[src/bbd_pkg.sv]
`timescale 1ns / 1ps
// Shared types, constants and the Bayer site lookup for the bilinear demosaic.
// Used by every module of the block; depends on nothing.
package bbd_pkg;

	localparam int PIX_W          = 8;
	localparam int LINE_WIDTH_W   = 12;
	localparam int ORDER_W        = 2;
	localparam int ROW_W          = 16;
	localparam int CFG_IDX_W      = 1;
	localparam int CFG_DATA_W     = 12;
	localparam int MAX_WIDTH_DEF  = 2048;

	localparam logic [LINE_WIDTH_W-1:0] LINE_WIDTH_RST  = 12'd640;
	localparam logic [ORDER_W-1:0]      BAYER_ORDER_RST = 2'd0;

	localparam logic [CFG_IDX_W-1:0] CFG_LINE_WIDTH  = 1'b0;
	localparam logic [CFG_IDX_W-1:0] CFG_BAYER_ORDER = 1'b1;

	localparam logic CMD_PIXEL = 1'b0;
	localparam logic CMD_DRAIN = 1'b1;

	typedef enum logic [1:0] {
		SITE_R  = 2'd0,
		SITE_GR = 2'd1,
		SITE_GB = 2'd2,
		SITE_B  = 2'd3
	} site_t;

	typedef struct packed {
		logic             cmd;
		logic [PIX_W-1:0] pixel;
	} pix_req_t;

	typedef struct packed {
		logic [PIX_W-1:0] red;
		logic [PIX_W-1:0] green;
		logic [PIX_W-1:0] blue;
		logic             frame_last;
	} rgb_req_t;

	typedef struct packed {
		logic emit;
		logic mode_b;
		logic left_near;
		logic ox_odd;
		logic oy_odd;
		logic top_clamp;
		logic last;
	} item_t;

	function automatic site_t site_of(input logic [ORDER_W-1:0] order,
		input logic oy_odd, input logic ox_odd);
		site_t s;
		case ({order, oy_odd, ox_odd})
			4'b00_00: s = SITE_R;
			4'b00_01: s = SITE_GR;
			4'b00_10: s = SITE_GB;
			4'b00_11: s = SITE_B;
			4'b01_00: s = SITE_B;
			4'b01_01: s = SITE_GB;
			4'b01_10: s = SITE_GR;
			4'b01_11: s = SITE_R;
			4'b10_00: s = SITE_GR;
			4'b10_01: s = SITE_R;
			4'b10_10: s = SITE_B;
			4'b10_11: s = SITE_GB;
			4'b11_00: s = SITE_GB;
			4'b11_01: s = SITE_B;
			4'b11_10: s = SITE_R;
			4'b11_11: s = SITE_GR;
			default:  s = SITE_R;
		endcase
		return s;
	endfunction

endpackage

[src/bbd_seq.sv]
`timescale 1ns / 1ps
// Raster position tracking: column, row and drain counters, and per-request
// decode of line memory address and output selection. Depends on bbd_pkg.
module bbd_seq #(
	parameter int MAX_WIDTH = bbd_pkg::MAX_WIDTH_DEF,
	localparam int AW = $clog2(MAX_WIDTH),
	localparam int WW = ($clog2(MAX_WIDTH + 1) > bbd_pkg::LINE_WIDTH_W) ?
		$clog2(MAX_WIDTH + 1) : bbd_pkg::LINE_WIDTH_W
) (
	input  logic                                clk,
	input  logic                                arst_n,
	input  logic                                accept,
	input  logic                                cmd,
	input  logic [bbd_pkg::LINE_WIDTH_W-1:0]    line_width,
	output logic                                enter,
	output logic [AW-1:0]                       addr,
	output bbd_pkg::item_t                      item
);

	localparam int DW = WW + 1;

	logic [AW-1:0]             col_q;
	logic [bbd_pkg::ROW_W-1:0] row_q;
	logic [DW-1:0]             drain_q;

	logic [WW-1:0] lw_ext;
	logic [WW-1:0] w_eff;
	logic [WW-1:0] col_next_ext;
	logic [DW-1:0] drain_inc;
	logic          wrap;
	logic          last;
	logic          emit_a;
	logic          emit_b;

	always_comb begin
		lw_ext = WW'(line_width);
		if (lw_ext < WW'(2)) begin
			w_eff = WW'(2);
		end else if (lw_ext > WW'(MAX_WIDTH)) begin
			w_eff = WW'(MAX_WIDTH);
		end else begin
			w_eff = lw_ext;
		end
		col_next_ext = WW'(col_q) + WW'(1);
		wrap = col_next_ext >= w_eff;
		drain_inc = drain_q + DW'(1);
		last = (cmd == bbd_pkg::CMD_DRAIN) && (drain_inc >= (DW'(w_eff) + DW'(1)));
		enter = !((cmd == bbd_pkg::CMD_DRAIN) && (col_q == '0) && (row_q == '0));
		emit_a = (col_q == '0) && (row_q >= bbd_pkg::ROW_W'(2));
		emit_b = (col_q != '0) && (row_q >= bbd_pkg::ROW_W'(1));
		addr = col_q;
		item.emit = emit_a || emit_b;
		item.mode_b = emit_b;
		item.left_near = (col_q == AW'(1));
		item.ox_odd = emit_b ? ~col_q[0] : ~w_eff[0];
		item.oy_odd = emit_b ? ~row_q[0] : row_q[0];
		item.top_clamp = emit_b ? (row_q == bbd_pkg::ROW_W'(1)) :
			(row_q == bbd_pkg::ROW_W'(2));
		item.last = last;
	end

	always_ff @(posedge clk or negedge arst_n) begin
		if (!arst_n) begin
			col_q <= '0;
			row_q <= '0;
			drain_q <= '0;
		end else if (accept && enter) begin
			if (last) begin
				col_q <= '0;
				row_q <= '0;
				drain_q <= '0;
			end else begin
				drain_q <= (cmd == bbd_pkg::CMD_DRAIN) ? drain_inc : '0;
				if (wrap) begin
					col_q <= '0;
					row_q <= row_q + bbd_pkg::ROW_W'(1);
				end else begin
					col_q <= AW'(col_next_ext);
				end
			end
		end
	end

`ifndef SYNTHESIS
	a_last_clears: assert property (@(posedge clk) disable iff (!arst_n)
		accept && enter && last |=> (col_q == '0) && (row_q == '0) && (drain_q == '0))
		else $error("positions not cleared after the end of frame");
	a_ignored_holds: assert property (@(posedge clk) disable iff (!arst_n)
		accept && !enter |=> $stable(col_q) && $stable(row_q) && $stable(drain_q))
		else $error("drain outside a frame changed the positions");
`endif

endmodule

[config.mk]
export PLATFORM = sky130hd
export DESIGN_NAME = bbd_seq
export DESIGN_NICKNAME = d
export VERILOG_FILES = /design/src/bbd_pkg.sv /design/src/bbd_seq.sv
export SDC_FILE = /design/constraint.sdc
export NUM_CORES = 1
export LEC_CHECK = 0
export BUFFER_PORTS_ARGS = -buffer_cell sky130_fd_sc_hd__buf_2
export CORE_MARGIN = 2
export CORE_UTILIZATION = 57
export CTS_CLUSTER_SIZE = 30
export DETAILED_ROUTE_END_ITERATION = 10
export PLACE_DENSITY_LB_ADDON = 0.15
export SLEW_MARGIN = 20
export SYNTH_ARGS = -nofsm -noshare
export SYNTH_HDL_FRONTEND = slang
export SYNTH_SLANG_ARGS = --single-unit
[constraint.sdc]
create_clock -name clk -period 6.3 [get_ports clk]
set_input_delay 0.315 -clock clk [delete_from_list [all_inputs] [get_ports clk]]
set_output_delay 0.315 -clock clk [all_outputs]
set_load 0.01 [all_outputs]
# [Word-level counts from Yosys, hierarchy flattened]
# Cells that the tools add are included.
[op_classes] eq_ne=3 magnitude_cmp=6 mux=11 addsub=4 bitwise_logic=3 reduce_logical=13
[ops] operator="two-way mux 16 bit" count=2
[ops] operator="two-way mux 13 bit" count=2
[ops] operator="two-way mux 12 bit" count=2
[ops] operator="two-way mux 11 bit" count=2
[ops] operator="adder 16 x 1 -> 16 bit (second input constant)" count=1
[ops] operator="equality test 16 x 1 -> 1 bit (second input constant)" count=1
[ops] operator="equality test 16 x 2 -> 1 bit (second input constant)" count=1
[ops] operator="greater-or-equal comparator 16 x 1 -> 1 bit (second input constant)" count=1
[ops] operator="greater-or-equal comparator 16 x 2 -> 1 bit (second input constant)" count=1
[ops] operator="zero test 16 bit" count=1
[ops] operator="adder 12 x 1 -> 13 bit (second input constant)" count=1
[ops] operator="adder 13 x 1 -> 13 bit (second input constant)" count=1
[ops] operator="greater-or-equal comparator 13 bit" count=1
[ops] operator="adder 11 x 1 -> 12 bit (second input constant)" count=1
[ops] operator="greater-or-equal comparator 12 bit" count=1
[ops] operator="greater-than comparator 12 bit (second input constant)" count=1
[ops] operator="less-than comparator 12 x 2 -> 1 bit (second input constant)" count=1
[ops] operator="equality test 11 x 1 -> 1 bit (second input constant)" count=1
[ops] operator="zero test 11 bit" count=1
[ops] operator="nonzero test 11 bit" count=1
[ops] operator="logical AND 1 bit" count=6
[ops] operator="two-way mux 1 bit" count=3
[ops] operator="NOT 1 bit" count=3
[ops] operator="AND reduction 2 bit" count=1
[ops] operator="other kinds (3)" count=3
[word_totals] reg_bits=40 out_inout_bits=19

# [Depth between registers and ports, before layout]
[depth] ltp_word=8 depth_mapped=18

# [Worst setup path before layout]
# No wires, ideal clock.
[synth_timing] path_kind="input -> register" start="in line_width[2] (netlist bit)" end="reg drain_q[10]" path_buffers=2 stages=17 t_arrival_ps=3523 setup_slack_ps=2698 path_cell_list="nor4_1 nand3_1 a21o_1 inv_1 ha_1 nand3_1 nor3_1 xor2_1 ha_1 and4_1 a221o_1 or3b_2 clkbuf_1 nor2_1 buf_2 nand2_1 mux2i_1"
[synth_between] elab_chain_len=7
[synth_lines] item="start, declared" line_no="bbd_seq.sv:14" text="input logic [bbd_pkg::LINE_WIDTH_W-1:0] line_width,"
[synth_lines] item="greater-than comparator 12 bit" line_no="bbd_seq.sv:39" text="end else if (lw_ext > WW'(MAX_WIDTH)) begin"
[synth_lines] item="two-way mux 12 bit" line_no="bbd_seq.sv:39"
[synth_lines] item="two-way mux 12 bit (*)" line_no="bbd_seq.sv:37" text="if (lw_ext < WW'(2)) begin"
[synth_lines] item="adder 12 x 1 -> 13 bit (*)" line_no="bbd_seq.sv:47" text="last = (cmd == bbd_pkg::CMD_DRAIN) && (drain_inc >= (DW'(w_eff) + DW'(1)));"
[synth_lines] item="greater-or-equal comparator 13 bit (*)" line_no="bbd_seq.sv:47"
[synth_lines] item="logical AND 1 bit (*)" line_no="bbd_seq.sv:47"
[synth_lines] item="two-way mux 13 bit (*)" line_no="bbd_seq.sv:68" text="if (last) begin"
[synth_lines] item="end signal, assigned" line_no="bbd_seq.sv:73" text="drain_q <= (cmd == bbd_pkg::CMD_DRAIN) ? drain_inc : '0;"
[synth_lines] item="end, declared" line_no="bbd_seq.sv:24" text="logic [DW-1:0] drain_q;"
# Every way passes the cells marked *; elsewhere a longest branch is shown, timed or not.
# A chain may end at the register's enable or synchronous reset.

# [Worst setup path after layout]
[layout_timing] start="in line_width[6] (netlist bit)" end="reg col_q[0] (netlist: addr[0])"
[layout_between] elab_chain_len=7
[layout_lines] item="greater-than comparator 12 bit" line_no="bbd_seq.sv:39"
[layout_lines] item="two-way mux 12 bit" line_no="bbd_seq.sv:39"
[layout_lines] item="two-way mux 12 bit (*)" line_no="bbd_seq.sv:37"
[layout_lines] item="adder 12 x 1 -> 13 bit" line_no="bbd_seq.sv:47"
[layout_lines] item="greater-or-equal comparator 13 bit" line_no="bbd_seq.sv:47"
[layout_lines] item="logical AND 1 bit" line_no="bbd_seq.sv:47"
[layout_lines] item="two-way mux 11 bit (*)" line_no="bbd_seq.sv:68"
[layout_lines] item="end signal, assigned" line_no="bbd_seq.sv:78" text="col_q <= AW'(col_next_ext);"
[layout_lines] item="end, declared" line_no="bbd_seq.sv:22" text="logic [AW-1:0] col_q;"
# Marked as above.

==> results.cfg <==
[outcome]
status = completed

[timing]
relSlewSlack = 0.4046
fin_worst_skew_ns = 0.009301
report.final.hold_viol_count = 0
fin_crit_sh = 0.6324
whs_ns = 0.1382
drv_slew = 0
tns_ns = 0
min_period_ns = 3.984
setup_violations = 0
fmax_mhz = 251.0
worstMarginPinSlew_ns = 0.8931
rsz0062_at_grt = no

[drt]
ant_nets = 0
wl_per_cell_um = 16.11
drt_iter0_markers = 133
wl_um = 7862
viasPerCell = 6.172
dr.pass1.iters = 5
vias = 3012
drc = 0

[pwr]
p_switching_mw = 0.3711
p_per_area_nw_per_um2 = 257.4
netSwitchingFraction = 0.4007
ir_drop_mv = 0.1744
p_int_mw = 0.5550
power_frac_clock = 0.229
power_frac_seq = 0.368
finalPower_mw = 0.9261
leakage_nw = 1.715
combPwrFrac = 0.403

[worst_setup_path]
cp_max_fo = 19
worstRegToRegCells = 13
end_kind = register
worst-endpoint-arrival_ns = 4.22
start_kind = primary input
rrSetupSlack_ns = 2.40
crit_required_ns = 6.54
r2r-start = drain_q[0]
regToRegEndpoint = addr[0]
path_class = in -> reg

[clock_tree]
cts_setup_buffers = 0
path_clk_slew_ns = 0.08
insertion_delay_ns = 0.30
cts.path.max_buffers = 2
cts-buffers-inserted = 5
cts_hold_buf = 0
cts.sinks = 40
post_cts_resize_count = 0
cts_root_buffer = clkbuf_8
cts_tree = done
h-tree-depth = 2

[job]
cap_viol_max_count = 0

[worst_hold_path]
hp-class = in -> async

[synthesis]
ys_async_sr_fraction = 1.000
synth_seq_area_share = 0.3025
ys_ff_latch = 40
synthCells = 391
synth.yosys.warnings = 0
netlist_area_um2 = 3309
synthFlopType = dfrtp_1
synth.distinct_cells = 52
syn_area_per_cell_um2 = 8.464
synth-edff-count = 0
synth_nets = 440

[floorplan]
dieArea_um2 = 6431
fp.dieW_um = 80.20
core_area_um2 = 5540
start_util = 0.5973
num_rows = 27
io_pins = 35
die_h_um = 80.20

[placed_design]
post-dp-hpwl_um = 5923
place_area_um2 = 3476
place_congestion = 0.8959
io_buffers = 34

[final_layout]
layout_common_cells = o21ai_0, dfrtp_1, nand2_1
post-route-util = 0.6495
drive_gt1_frac = 0.1322
num-fill-cells = 515
syn_to_final_growth_pct = 8.733
final_common_cell = o21ai_0
stdcell_area_um2 = 3598
multi_input_comb_area_um2 = 2151
regArea_um2 = 1001
antennaDiodeCount = 0
fin_nets = 464

[grt]
grt_pass1_wl_um = 12930
grt_pass1_vias = 2871
overflow = 0
antenna_found_initial = 0
grt_max_degree = 41
track_usage = 0.2533
-- per-layer routing --
layer / GRT usage / part of all wire / vias up
li1: - / - / 1485
met1: 0.3242 / 0.46 / 1437
met2: 0.4308 / 0.49 / 76
met3: 0.04157 / 0.038 / 14
met4: 0.08814 / 0.018 / 0
met5: 0 / 0 / -
-- cells in the mapped netlist, types with 7 or more instances --
cell type | instances | area share
o21ai_0 | 41 | 0.062
dfrtp_1 | 40 | 0.30
nand2_1 | 36 | 0.041
ha_1 | 33 | 0.12
nand3_1 | 28 | 0.042
a21oi_1 | 19 | 0.029
nor2_1 | 19 | 0.022
xnor2_1 | 18 | 0.048
inv_1 | 15 | 0.017
a22o_1 | 14 | 0.037
and3_1 | 14 | 0.026
nand4_1 | 12 | 0.023
xor2_1 | 10 | 0.026
a31oi_1 | 8 | 0.015
clkbuf_1 | 7 | 0.0079
nor3_1 | 7 | 0.011
nor4_1 | 7 | 0.013
o31ai_1 | 7 | 0.016
-- power groups by stage --
stage	Sequential [mW]	Combinational (mW)	Clock, mW
2_1_floorplan	0.335	0.265	0
4_1_cts	0.339	0.373	0.215
5_1_grt	0.346	0.425	0.226
6_report	0.341	0.374	0.212
3_5_place_dp	0.344	0.371	0
3_3_place_gp	0.341	0.362	0
-- cell type report --
type,count,area share
multi-input cells,316,0.5977
flip-flops and latches,40,0.2782
repair buffers,36,0.05146
well taps,72,0.02503
clock buffers,5,0.01912
inverters,16,0.01669
clock inverters,3,0.01182
-- critical path, cell delays in order --
cell and delay [ns]:
buf_2 0.13, nor4_1 0.27, nand3_1 0.18, a21o_1 0.23, inv_1 0.06, ha_1 0.19
nand3_1 0.15, nor3_1 0.25, xor2_1 0.18, ha_1 0.26, and4_1 0.22, a221o_1 0.33
o21a_1 0.41, or2_2 0.50, nor2_1 0.32, mux2_2 0.22
-- worst max path at each step --
stage	startpoint	endpoint	slack (ns)	cells after the start
final	line_width[6]	addr[0]	2.32	16
after global routing	line_width[2]	drain_q[10]	1.91	16
after CTS	line_width[6]	drain_q[10]	2.35	16
after detailed placement	line_width[6]	addr[0]	2.05	16
after global placement	line_width[2]	drain_q[10]	2.14	16
after floorplan	line_width[2]	drain_q[10]	2.70	17
-- cell families after synthesis --
| kind of cell | Yosys count | share of synthesized area |
|---|---|---|
| xor gates and xnor gates | 28 | 0.07410 |
| AOI/OAI and AO/OA | 109 | 0.2087 |
| DFF | 40 | 0.3025 |
| adders and majority gates | 33 | 0.1248 |
| and+or+nand+nor | 142 | 0.2257 |
| muxes | 3 | 0.009830 |
| other | 1 | 0.001133 |
| buffers and inverters | 35 | 0.05331 |
-- registers in the layout, indices dropped and copies added (netlist names) --
signal and count:
row_q 16, addr 11, drain_q 13
-- per-stage QoR --
stage	setup slack (ns)	instances
after global routing	1.906	488
final	2.316	488
after global placement	2.136	480
after floorplan	2.698	391
after detailed placement	2.046	480
after CTS	2.346	488
No activity file was read; power rests on OpenSTA's default activity.
