==> src/bbd_pkg.sv <==
`timescale 1ns / 1ps
// Shared types, constants and the Bayer site lookup for the bilinear demosaic.
// Used by every module of the block; depends on nothing.
package bbd_pkg;

	localparam int PIX_W          = 8;
	localparam int LINE_WIDTH_W   = 12;
	localparam int ORDER_W        = 2;
	localparam int ROW_W          = 16;
	localparam int CFG_IDX_W      = 1;
	localparam int CFG_DATA_W     = 12;
	localparam int MAX_WIDTH_DEF  = 2048;

	localparam logic [LINE_WIDTH_W-1:0] LINE_WIDTH_RST  = 12'd640;
	localparam logic [ORDER_W-1:0]      BAYER_ORDER_RST = 2'd0;

	localparam logic [CFG_IDX_W-1:0] CFG_LINE_WIDTH  = 1'b0;
	localparam logic [CFG_IDX_W-1:0] CFG_BAYER_ORDER = 1'b1;

	localparam logic CMD_PIXEL = 1'b0;
	localparam logic CMD_DRAIN = 1'b1;

	typedef enum logic [1:0] {
		SITE_R  = 2'd0,
		SITE_GR = 2'd1,
		SITE_GB = 2'd2,
		SITE_B  = 2'd3
	} site_t;

	typedef struct packed {
		logic             cmd;
		logic [PIX_W-1:0] pixel;
	} pix_req_t;

	typedef struct packed {
		logic [PIX_W-1:0] red;
		logic [PIX_W-1:0] green;
		logic [PIX_W-1:0] blue;
		logic             frame_last;
	} rgb_req_t;

	typedef struct packed {
		logic emit;
		logic mode_b;
		logic left_near;
		logic ox_odd;
		logic oy_odd;
		logic top_clamp;
		logic last;
	} item_t;

	function automatic site_t site_of(input logic [ORDER_W-1:0] order,
		input logic oy_odd, input logic ox_odd);
		site_t s;
		case ({order, oy_odd, ox_odd})
			4'b00_00: s = SITE_R;
			4'b00_01: s = SITE_GR;
			4'b00_10: s = SITE_GB;
			4'b00_11: s = SITE_B;
			4'b01_00: s = SITE_B;
			4'b01_01: s = SITE_GB;
			4'b01_10: s = SITE_GR;
			4'b01_11: s = SITE_R;
			4'b10_00: s = SITE_GR;
			4'b10_01: s = SITE_R;
			4'b10_10: s = SITE_B;
			4'b10_11: s = SITE_GB;
			4'b11_00: s = SITE_GB;
			4'b11_01: s = SITE_B;
			4'b11_10: s = SITE_R;
			4'b11_11: s = SITE_GR;
			default:  s = SITE_R;
		endcase
		return s;
	endfunction

endpackage

==> src/bbd_interp.sv <==
`timescale 1ns / 1ps
// 3x3 window register and bilinear interpolation of one RGB pixel.
// Depends on bbd_pkg for the item decode and the Bayer site lookup.
module bbd_interp (
	input  logic                          clk,
	input  logic                          arst_n,
	input  logic                          shift,
	input  bbd_pkg::item_t                item,
	input  logic [bbd_pkg::ORDER_W-1:0]   order,
	input  logic [bbd_pkg::PIX_W-1:0]     up,
	input  logic [bbd_pkg::PIX_W-1:0]     mid,
	input  logic [bbd_pkg::PIX_W-1:0]     np,
	output logic [bbd_pkg::PIX_W-1:0]     red,
	output logic [bbd_pkg::PIX_W-1:0]     green,
	output logic [bbd_pkg::PIX_W-1:0]     blue
);

	typedef logic [2:0][bbd_pkg::PIX_W-1:0] column_t;

	column_t win_q [3];

	column_t new_col;
	column_t lcol;
	column_t ccol;
	column_t rcol;
	logic [bbd_pkg::PIX_W-1:0] l_top;
	logic [bbd_pkg::PIX_W-1:0] c_top;
	logic [bbd_pkg::PIX_W-1:0] r_top;
	logic [bbd_pkg::PIX_W+1:0] cross_sum;
	logic [bbd_pkg::PIX_W+1:0] diag_sum;
	logic [bbd_pkg::PIX_W:0]   horz_sum;
	logic [bbd_pkg::PIX_W:0]   vert_sum;
	logic [bbd_pkg::PIX_W-1:0] cross_avg;
	logic [bbd_pkg::PIX_W-1:0] diag;
	logic [bbd_pkg::PIX_W-1:0] horz;
	logic [bbd_pkg::PIX_W-1:0] vert;
	logic [bbd_pkg::PIX_W-1:0] ctr;
	bbd_pkg::site_t            site;

	always_comb begin
		new_col = {np, mid, up};
		lcol = (item.mode_b && item.left_near) ? win_q[2] : win_q[1];
		ccol = win_q[2];
		rcol = item.mode_b ? new_col : win_q[2];
		l_top = item.top_clamp ? lcol[1] : lcol[0];
		c_top = item.top_clamp ? ccol[1] : ccol[0];
		r_top = item.top_clamp ? rcol[1] : rcol[0];
		cross_sum = 10'(lcol[1]) + 10'(rcol[1]) + 10'(c_top) + 10'(ccol[2]) + 10'd2;
		diag_sum = 10'(l_top) + 10'(r_top) + 10'(lcol[2]) + 10'(rcol[2]) + 10'd2;
		horz_sum = 9'(lcol[1]) + 9'(rcol[1]) + 9'd1;
		vert_sum = 9'(c_top) + 9'(ccol[2]) + 9'd1;
		cross_avg = cross_sum[bbd_pkg::PIX_W+1:2];
		diag = diag_sum[bbd_pkg::PIX_W+1:2];
		horz = horz_sum[bbd_pkg::PIX_W:1];
		vert = vert_sum[bbd_pkg::PIX_W:1];
		ctr = ccol[1];
		site = bbd_pkg::site_of(order, item.oy_odd, item.ox_odd);
		case (site)
			bbd_pkg::SITE_R: begin
				red = ctr;
				green = cross_avg;
				blue = diag;
			end
			bbd_pkg::SITE_B: begin
				red = diag;
				green = cross_avg;
				blue = ctr;
			end
			bbd_pkg::SITE_GR: begin
				red = horz;
				green = ctr;
				blue = vert;
			end
			bbd_pkg::SITE_GB: begin
				red = vert;
				green = ctr;
				blue = horz;
			end
			default: begin
				red = ctr;
				green = ctr;
				blue = ctr;
			end
		endcase
	end

	always_ff @(posedge clk or negedge arst_n) begin
		if (!arst_n) begin
			win_q[0] <= '0;
			win_q[1] <= '0;
			win_q[2] <= '0;
		end else if (shift) begin
			win_q[0] <= win_q[1];
			win_q[1] <= win_q[2];
			win_q[2] <= new_col;
		end
	end

endmodule

==> config.mk <==
export PLATFORM = sky130hd
export DESIGN_NAME = bbd_interp
export DESIGN_NICKNAME = d
export VERILOG_FILES = /design/src/bbd_pkg.sv /design/src/bbd_interp.sv
export SDC_FILE = /design/constraint.sdc
export NUM_CORES = 1
export LEC_CHECK = 0
export BUFFER_PORTS_ARGS = -buffer_cell sky130_fd_sc_hd__buf_2
export CAP_MARGIN = 20
export CORE_ASPECT_RATIO = 1.4
export CORE_MARGIN = 2
export CORE_UTILIZATION = 40
export CTS_CLUSTER_SIZE = 40
export DETAILED_ROUTE_END_ITERATION = 10
export GPL_ROUTABILITY_DRIVEN = 0
export GPL_TIMING_DRIVEN = 0
export PLACE_DENSITY_LB_ADDON = 0.05
export RECOVER_POWER = 100
export SLEW_MARGIN = 25
export SYNTH_ARGS = -nofsm -noshare
export SYNTH_HDL_FRONTEND = slang
export SYNTH_SLANG_ARGS = --single-unit
==> constraint.sdc <==
create_clock -name clk -period 4.9 [get_ports clk]
set_clock_uncertainty 0.1 [all_clocks]
set_input_delay 0.245 -clock clk [delete_from_list [all_inputs] [get_ports clk]]
set_output_delay 0.245 -clock clk [all_outputs]
set_load 0.01 [all_outputs]
# Word-level counts from Yosys, hierarchy flattened
# Memory sizes are Yosys's and may differ from the RTL's.
# Cells that the tools add are included.
[word_totals]
regBits = 48
rom_bits = 32
wordCells = 34
mem_count = 1
out_inout_bits = 24
[mem_list]
columns = ["memory", "words", "width", "read_ports", "rd_clocked_by_memory_dff", "write_ports", "line_no", "source"]
rows = [
  ["(no name shown)", 16, 2, 1, 0, 0, "bbd_pkg.sv:55", "case ({order, oy_odd, ox_odd})"],
]
[classes]
n_mux = 8
add_sub_neg = 12
eq_ne = 3
n_reduce_logical = 4
[ops]
columns = ["cell", "n"]
rows = [
  ["one-hot mux 8 bit (4 select lines)", 2],
  ["2-to-1 mux 24 bit", 2],
  ["adder 8 x 8 -> 9 bit", 4],
  ["2-to-1 mux 8 bit", 3],
  ["adder 10 x 2 -> 10 bit (second input constant)", 2],
  ["adder 10 x 8 -> 10 bit", 2],
  ["adder 9 x 8 -> 10 bit", 2],
  ["adder 9 x 1 -> 9 bit (second input constant)", 2],
  ["one-hot mux 8 bit (2 select lines)", 1],
  ["== test 2 bit (second input constant)", 2],
  ["OR reduction 2 bit", 2],
  ["== test 2 x 1 -> 1 bit (second input constant)", 1],
  ["zero test 2 bit", 1],
  ["logical AND 1 bit", 1],
]

# Logic depth before layout (Yosys ltp)
# Gate-level depths: netlist (run 1).
[depth]
depth_word = 8
mapped_depth = 18
mapped_depth_nobuf = 15

# Worst setup path after synthesis (run 1)
# No wires, ideal clock.
[synth_timing]
kind = "input -> output"
startpoint = "in item[5] (netlist bit)"
endpoint = "out red[6] (netlist bit)"
stages = 17
t_required_ns = 4.555
path_buffers = 3
t_arrival_ns = 4.071
path_slack_ns = 0.484
cell_sequence = "buf_2 -> nand2_1 -> clkbuf_1 -> clkbuf_1 -> o21ai_0 -> fa_1 -> inv_1 -> fa_1 -> inv_1 -> ha_1 -> a21o_1 -> nand3_1 -> a21boi_0 -> o31a_1 -> a31oi_2 -> o311ai_0 -> a2bb2oi_1"
[synth_via]
elab_chain_len = 8
elab_cells_between_ends = 12
cone_classes = "add/sub: 6; mux: 5; reduce/logical: 1"
[synth_rtl]
columns = ["item", "line_no", "source"]
rows = [
  ["start: declaration", "bbd_interp.sv:8", "input bbd_pkg::item_t item,"],
  ["logical AND 1 bit", "bbd_interp.sv:42", "lcol = (item.mode_b && item.left_near) ? win_q[2] : win_q[1];"],
  ["2-to-1 mux 24 bit", "bbd_interp.sv:42", ""],
  ["2-to-1 mux 8 bit", "bbd_interp.sv:45", "l_top = item.top_clamp ? lcol[1] : lcol[0];"],
  ["adder 8 x 8 -> 9 bit", "bbd_interp.sv:49", "diag_sum = 10'(l_top) + 10'(r_top) + 10'(lcol[2]) + 10'(rcol[2]) + 10'd2;"],
  ["adder 9 x 8 -> 10 bit", "bbd_interp.sv:49", ""],
  ["adder 10 x 8 -> 10 bit", "bbd_interp.sv:49", ""],
  ["adder 10 x 2 -> 10 bit", "bbd_interp.sv:49", ""],
  ["one-hot mux 8 bit (4 select lines) (*)", "bbd_interp.sv:58", "case (site)"],
  ["end: declaration", "bbd_interp.sv:13", "output logic [bbd_pkg::PIX_W-1:0] red,"],
]
# Mark *: on every way between the ends. The rest lies on a longest branch, timed or not.

# Worst setup path in the final report (run 1)
[layout_timing]
startpoint = "reg win_q, in the netlist ctr[4]"
endpoint = "out red[3] (netlist bit)"
[layout_via]
elab_chain_len = 7
elab_cells_between_ends = 14
cone_classes = "add/sub: 8; mux: 6"
[layout_rtl]
columns = ["item", "line_no", "source"]
rows = [
  ["start: declaration", "bbd_interp.sv:20", "column_t win_q [3];"],
  ["2-to-1 mux 24 bit, on equally long branches", "bbd_interp.sv:42, bbd_interp.sv:44", ""],
  ["2-to-1 mux 8 bit, on equally long branches", "bbd_interp.sv:45, bbd_interp.sv:47", ""],
  ["adder 8 x 8 -> 9 bit", "bbd_interp.sv:49", ""],
  ["adder 9 x 8 -> 10 bit", "bbd_interp.sv:49", ""],
  ["adder 10 x 8 -> 10 bit", "bbd_interp.sv:49", ""],
  ["adder 10 x 2 -> 10 bit", "bbd_interp.sv:49", ""],
  ["one-hot mux 8 bit (4 select lines) (*)", "bbd_interp.sv:58", ""],
]
# Marked as above.

==> results.rst, run 1 <==
.. list-table::
   :header-rows: 1

   * - Metric
     - Value
   * - Result of the run
     - finished with violations
   * - Violated checks
     - capacitance limit, slew limit
   * - Highest attainable clock frequency
     - 210 MHz
   * - Number of cells produced by synthesis
     - 560
   * - Final antenna-violating net count
     - 0
   * - Floorplan die height
     - 138 um
   * - Power per cell area
     - 445 nW/um^2
   * - Arrival time worst endpoint
     - 4.41 ns
   * - Commonest register cell after synthesis
     - dfrtp_1
   * - Mean Syn Cell Area
     - 9.12 um^2
   * - Via count
     - 4,324
   * - Critical setup path kind
     - reg -> out
   * - Post-placement cell count
     - 765
   * - Register area share after synthesis
     - 0.235
   * - Core region area
     - 12,400 um^2
   * - Antenna cells
     - 0
   * - Max-Cap Viols
     - 1
   * - Insertion delay of the later-clocked pin in the worst-skew pair
     - 0.29 ns
   * - Ys async rst share
     - 1.00
   * - Clock period minus worst slack
     - 4.75 ns
   * - # nets final
     - 726
   * - Nets in the synthesized netlist
     - 664
   * - Total power
     - 2.57 mW
   * - Router iterations before antenna repair
     - 5
   * - Wire length per cell after detailed routing
     - 19.1 um
   * - Pleak
     - 2.76 nW
   * - Peak supply drop
     - 0.000233 V
   * - Slew @ Worst Pin
     - 2.77 ns
   * - Total wire length after detailed routing
     - 14.7 mm
   * - P&R area growth vs syn
     - 13.0%
   * - Number of vias per cell
     - 5.59
   * - Min-delay worst type
     - in -> reg
   * - Number of antenna violations at the first check in global routing
     - 0
   * - Largest net degree at the start of global routing
     - 49
   * - Reg-to-reg startpoint
     - ctr[5]
   * - Number of slew-limit violations in the final report
     - 49
   * - Maximum fanout along the worst path
     - 8
   * - I/O pin total
     - 60
   * - Die Outline Area
     - 13,700 um^2
   * - Iteration-0 DRC count of the detailed router
     - 213
   * - Most common cell after layout, fill and taps aside
     - inv_1
   * - WP data required
     - 4.55 ns
   * - Post-placement worst setup slack
     - -0.382 ns
   * - Floorplan row count
     - 48
   * - Final clock period utilization by the worst path
     - 0.970
   * - Slew Limit Headroom
     - -0.850
   * - Area of the mapped netlist
     - 5110 um^2
   * - Startpoint Class
     - flip-flop
   * - Reg area
     - 1200 um^2
   * - Number of standard cells in the layout, taps in and fillers out
     - 773
   * - Area used by multi-input combinational logic
     - 3540 um^2
   * - Vias in the first global route
     - 4,429
   * - TritonCTS Sinks
     - 48
   * - Final hold violation count
     - 0
   * - Clock tree from TritonCTS
     - done
   * - Min-Delay Startpoint
     - mid[7]
   * - Count of warnings emitted by yosys
     - 0
   * - Global-route wire length before repair
     - 23.5 mm
   * - Number of enable-type register cells in the synthesized netlist
     - 0
   * - Worst setup margin
     - 0.149 ns
   * - RSZ-0062 raised after global routing
     - yes
   * - Distinct cells, synth
     - 58
   * - Startpoint of the worst setup timing path
     - ctr[4]
   * - Number of fill cells in the layout
     - 1,237
   * - Clock-pin slew reported for the worst setup and hold paths after clock tree synthesis
     - 0.06 ns
   * - Post-detailed-placement half-perimeter wirelength
     - 12.2 mm
   * - Clock root buffer
     - clkbuf_16
   * - Number of buffers created by CTS
     - 5
   * - Final setup violating endpoints
     - 0
   * - Most used cells in the layout excluding fill and tap cells
     - inv_1 (82), mux2_2 (54), buf_2 (50)
   * - Buffer depth of the longest clock path
     - 2
   * - Number of flip-flops and latches in the synthesized netlist
     - 48
   * - Layout cells sized above 1
     - 0.215
   * - Critical Path End Type
     - primary output
   * - Number of remaining DRC errors
     - 0
   * - Total global routing overflow
     - 0
   * - Die Span X
     - 99.5 um
   * - Initial standard-cell utilization of the core
     - 0.413
   * - Number of buffers added on ports
     - 55
   * - Deepest level of the CTS H-tree
     - 2
   * - Global-route total usage across every layer
     - 0.225
-- where the power goes --
part / switching [mW] / total [mW] / internal [mW]
logic: 1.00 / 1.72 / 0.722
clock network: 0.150 / 0.354 / 0.204
registers: 0.0467 / 0.490 / 0.444
total: 1.20 / 2.57 / 1.37
-- per-layer routing --
metal  share of wire  vias to the layer above  track usage  wire [um]
met3           0.041                       24       0.0188        600
met4           0.029                        0       0.0837        424
met2            0.50                      124        0.385       7340
li1                -                     2071            -          -
met5               0                        -            0          0
met1            0.43                     2105        0.297       6380
-- Yosys cell counts (3+ instances only) --
cell type  count  share of area
mux2i_1       18          0.035
xnor2_1       10          0.017
xor2_1        10          0.017
clkbuf_1      22          0.016
ha_1          36          0.088
fa_1          32           0.13
o31a_1         3         0.0051
o21ai_0       41          0.040
inv_1         82          0.060
nand2b_1       4         0.0049
mux2_2        55           0.12
and3_2         5         0.0073
a21oi_1       34          0.033
a22oi_1        3         0.0044
dfrtp_1       48           0.24
o21a_1         9          0.013
a221o_1        3         0.0059
a222oi_1       4         0.0078
a221oi_1       9          0.015
buf_1          4         0.0029
a21o_1         5         0.0073
a211oi_1       9          0.013
nor2b_1        3         0.0037
nor2_1        27          0.020
nand2_1       42          0.031
nor3_1         3         0.0029
-- path summary, 6_finish.rpt --
kind / end / slack [ns] / cells after the start
max: red[3] / 0.15 / 14
min in group asynchronous: win_q[47] / 1.27 / 2
max in group asynchronous: win_q[25] / 1.84 / 2
min: ctr[7] / 0.08 / 3
max reg2reg: win_q[37] / 3.73 / 2
min reg2reg: win_q[25] / 0.41 / 1
-- cell type report --
class | count | share of cell area
plain buffers | 27 | 0.0197
clock buffers | 8 | 0.0254
inverters | 82 | 0.0533
multi-input cells | 402 | 0.613
flip-flops and latches | 48 | 0.208
well taps | 150 | 0.0325
repair buffers | 56 | 0.0477
-- worst max-delay path, cell delays in order (launching register included) --
cell	delay, ns
dfrtp_1	0.51
mux2i_1	0.38
a21oi_1	0.15
fa_1	0.51
inv_1	0.06
fa_1	0.53
inv_1	0.05
ha_1	0.35
nand3_1	0.15
o32ai_1	0.58
nor2_1	0.12
xnor2_1	0.33
a21oi_1	0.13
a21oi_1	0.13
buf_2	0.15
-- through the flow --
stage	TNS [ns]	util	cell area (um^2)	hold WS, ns
floorplan	0	-	5110	-0.151
detailed placement	-2.70	0.451	5570	0.220
global placement	-2.40	0.450	5570	0.373
finish	0	0.466	5770	0.0813
CTS	0	0.464	5740	0.0781
global route	0	0.466	5770	0.0874
-- cells by family after synthesis --
logic type	after synthesis	synth area share
flip-flops	48	0.235
AND/OR/NAND/NOR	96	0.0874
buffers and inverters	110	0.0813
XOR/XNOR	20	0.0343
adder cells (fa/ha/maj)	68	0.214
multiplexers	75	0.162
AO/OA/AOI/OAI	143	0.186
-- repair_timing --
item                       4_1_cts  5_1_grt
setup endpoints to repair       13       10
hold buffers                     1        0
pin swaps                        0        1
resized for setup                5       16
buffers inserted                 0        0
hold endpoints to repair        48        0
-- state kept, by name (all words and copies together), names as in the netlist --
signal  cells
win_q      24
ccol       16
ctr         8
(Power assumes the default switching activity.)
==> run 2: changes to the inputs <==
--- a/config.mk
+++ b/config.mk
@@ -16,6 +16,7 @@
 export GPL_TIMING_DRIVEN = 0
 export PLACE_DENSITY_LB_ADDON = 0.05
 export RECOVER_POWER = 100
+export SETUP_SLACK_MARGIN = 0.3
 export SLEW_MARGIN = 25
 export SYNTH_ARGS = -nofsm -noshare
 export SYNTH_HDL_FRONTEND = slang
==> results.rst, run 2 (synthesis results as in run 1) <==
.. list-table::
   :header-rows: 1

   * - Metric
     - Value
   * - Sequential power share
     - 0.188
   * - Final clock period utilization by the worst path
     - 0.916
   * - Power per cell area
     - 445 nW/um^2
   * - Clock tree from TritonCTS
     - done
   * - Final antenna-violating net count
     - 0
   * - Deepest level of the CTS H-tree
     - 2
   * - Post-detailed-placement half-perimeter wirelength
     - 12.2 mm
   * - Floorplan die height
     - 138 um
   * - Pleak
     - 2.78 nW
   * - Number of slew-limit violations in the final report
     - 49
   * - Total power
     - 2.63 mW
   * - Clock power share
     - 0.134
   * - Wire length per cell after detailed routing
     - 19.0 um
   * - Startpoint of the worst setup timing path
     - ctr[4]
   * - Highest attainable clock frequency
     - 223 MHz
   * - Post-placement worst setup slack
     - -0.382 ns
   * - Via count
     - 4,343
   * - Critical Path End Type
     - primary output
   * - Combinational group share of total power
     - 0.679
   * - Reg-to-reg startpoint
     - ctr[5]
   * - Final hold violation count
     - 0
   * - Global-route total usage across every layer
     - 0.226
   * - Number of buffers created by CTS
     - 5
   * - Max-Cap Viols
     - 1
   * - Min-delay worst type
     - in -> reg
   * - Total global routing overflow
     - 0
   * - Slew Limit Headroom
     - -0.829
   * - Most used cells in the layout excluding fill and tap cells
     - inv_1 (82), mux2_2 (54), dfrtp_1 (48)
   * - Buffer depth of the longest clock path
     - 2
   * - Router iterations before antenna repair
     - 5
   * - Antenna cells
     - 0
   * - Core region area
     - 12,400 um^2
   * - Number of vias per cell
     - 5.58
   * - Number of buffers added on ports
     - 55
   * - Die Outline Area
     - 13,700 um^2
   * - Total wire length after detailed routing
     - 14.8 mm
   * - Iteration-0 DRC count of the detailed router
     - 216
   * - Floorplan row count
     - 48
   * - Critical setup path kind
     - reg -> out
   * - Insertion delay of the later-clocked pin in the worst-skew pair
     - 0.29 ns
   * - Most common cell after layout, fill and taps aside
     - inv_1
   * - Psw
     - 1.22 mW
   * - # nets final
     - 731
   * - Maximum fanout along the worst path
     - 8
   * - Startpoint Class
     - flip-flop
   * - Worst setup margin
     - 0.412 ns
   * - Worst setup path endpoint
     - red[3]
   * - I/O pin total
     - 60
   * - Fraction of power spent switching nets
     - 0.462
   * - RSZ-0062 raised after global routing
     - yes
   * - Internal Power
     - 1.41 mW
   * - P&R area growth vs syn
     - 15.8%
   * - Depth of the worst register-to-register path
     - 2
   * - Peak supply drop
     - 0.000226 V
   * - Number of antenna violations at the first check in global routing
     - 0
   * - Final setup violating endpoints
     - 0
   * - Post-placement cell area
     - 5570 um^2
   * - Final standard cell area without fillers
     - 5920 um^2
   * - Clock root buffer
     - clkbuf_16
   * - Slew @ Worst Pin
     - 2.74 ns
   * - Vias in the first global route
     - 4,491
   * - Reg2Reg Capture Point
     - win_q[37]
   * - Initial standard-cell utilization of the core
     - 0.413
   * - Clock period minus worst slack
     - 4.49 ns
   * - Clock-pin slew reported for the worst setup and hold paths after clock tree synthesis
     - 0.06 ns
   * - Max reg flops
     - 24
   * - Global-route wire length before repair
     - 23.6 mm
   * - TritonCTS Sinks
     - 48
   * - Die Span X
     - 99.5 um
   * - Register ranked first by flip-flop count
     - win_q
   * - Number of remaining DRC errors
     - 0
   * - Largest net degree at the start of global routing
     - 49
   * - Arrival time worst endpoint
     - 4.14 ns
   * - Violated checks
     - capacitance limit, slew limit
   * - Result of the run
     - finished with violations
   * - WP data required
     - 4.55 ns
   * - Layout cells sized above 1
     - 0.228
   * - Register-to-register setup slack
     - 3.70 ns
-- run 2: cell types whose count changed in the layout (fill, tap and decap cells not counted), moves of 2 or more --
| cell | delta |
|---|---|
| buf_2 | -10 |
| buf_4 | +7 |
| clkbuf_1 | +4 |
| mux2i_4 | +4 |
| ha_1 | -3 |
| ha_4 | +3 |
| buf_8 | +2 |
| mux2i_1 | -2 |
| mux2i_2 | -2 |
| o21ai_0 | -2 |
| o21ai_2 | +2 |
-- run 2: through the flow --
| step | std cells | util | TNS [ns] | hold WS [ns] |
|---|---|---|---|---|
| finish | 778 | 0.478 | 0 | 0.0791 |
| global placement | 765 | 0.450 | -2.40 | 0.373 |
| global route | 778 | 0.478 | 0 | 0.0874 |
| detailed placement | 765 | 0.451 | -2.70 | 0.220 |
| floorplan | 560 | - | 0 | -0.151 |
| CTS | 775 | 0.472 | 0 | 0.0781 |
-- run 2: cell type report --
cell class              count  area [um^2]
fillers                  1228         6460
multi-input cells         402         3620
flip-flops and latches     48         1200
inverters                  82          308
repair buffers             60          299
well taps                 150          188
plain buffers              28          150
clock buffers               8          146
-- run 2: worst min path at each step --
stage	start	endpoint	slack [ns]	depth (start not counted)
after CTS	mid[7]	ctr[7]	0.08	3
after detailed placement	arst_n	ccol[7]	0.22	1
final	mid[7]	ctr[7]	0.08	3
after global placement	mid[7]	ctr[7]	0.37	3
after floorplan	arst_n	ccol[0]	-0.15	0
after global routing	mid[2]	ctr[2]	0.09	3
-- run 2: power groups by stage --
stage | Sequential, mW | Combinational, mW | Clock (mW)
2_1_floorplan | 0.478 | 1.23 | 0
3_3_place_gp | 0.493 | 1.67 | 0
3_5_place_dp | 0.496 | 1.70 | 0
4_1_cts | 0.490 | 1.79 | 0.360
5_1_grt | 0.501 | 2.01 | 0.375
6_report | 0.494 | 1.79 | 0.351
-- run 2: critical path, cell delays in order, from the launching register on --
cell	delay (ns)
dfrtp_1	0.53
mux2i_4	0.26
a21oi_1	0.12
fa_1	0.50
inv_1	0.06
fa_1	0.53
inv_1	0.07
ha_4	0.29
nand3_2	0.10
o32ai_1	0.56
nor2_1	0.11
xnor2_1	0.32
a21oi_1	0.12
a21oi_1	0.14
clkbuf_1	0.17
-- run 2: what timing repair did --
item / CTS / global route
gates resized for setup: 25 / 33
pin swaps: 2 / 5
hold endpoints to repair: 48 / 0
setup buffers: 1 / 3
gates cloned: 0 / 0
hold buffers: 1 / 0
setup endpoints to repair: 18 / 13
-- run 2: routing by layer --
layer  part of all wire  GRT usage
met1               0.43      0.294
met2               0.50      0.389
met3              0.044     0.0208
met4              0.031     0.0860
met5                  0          0
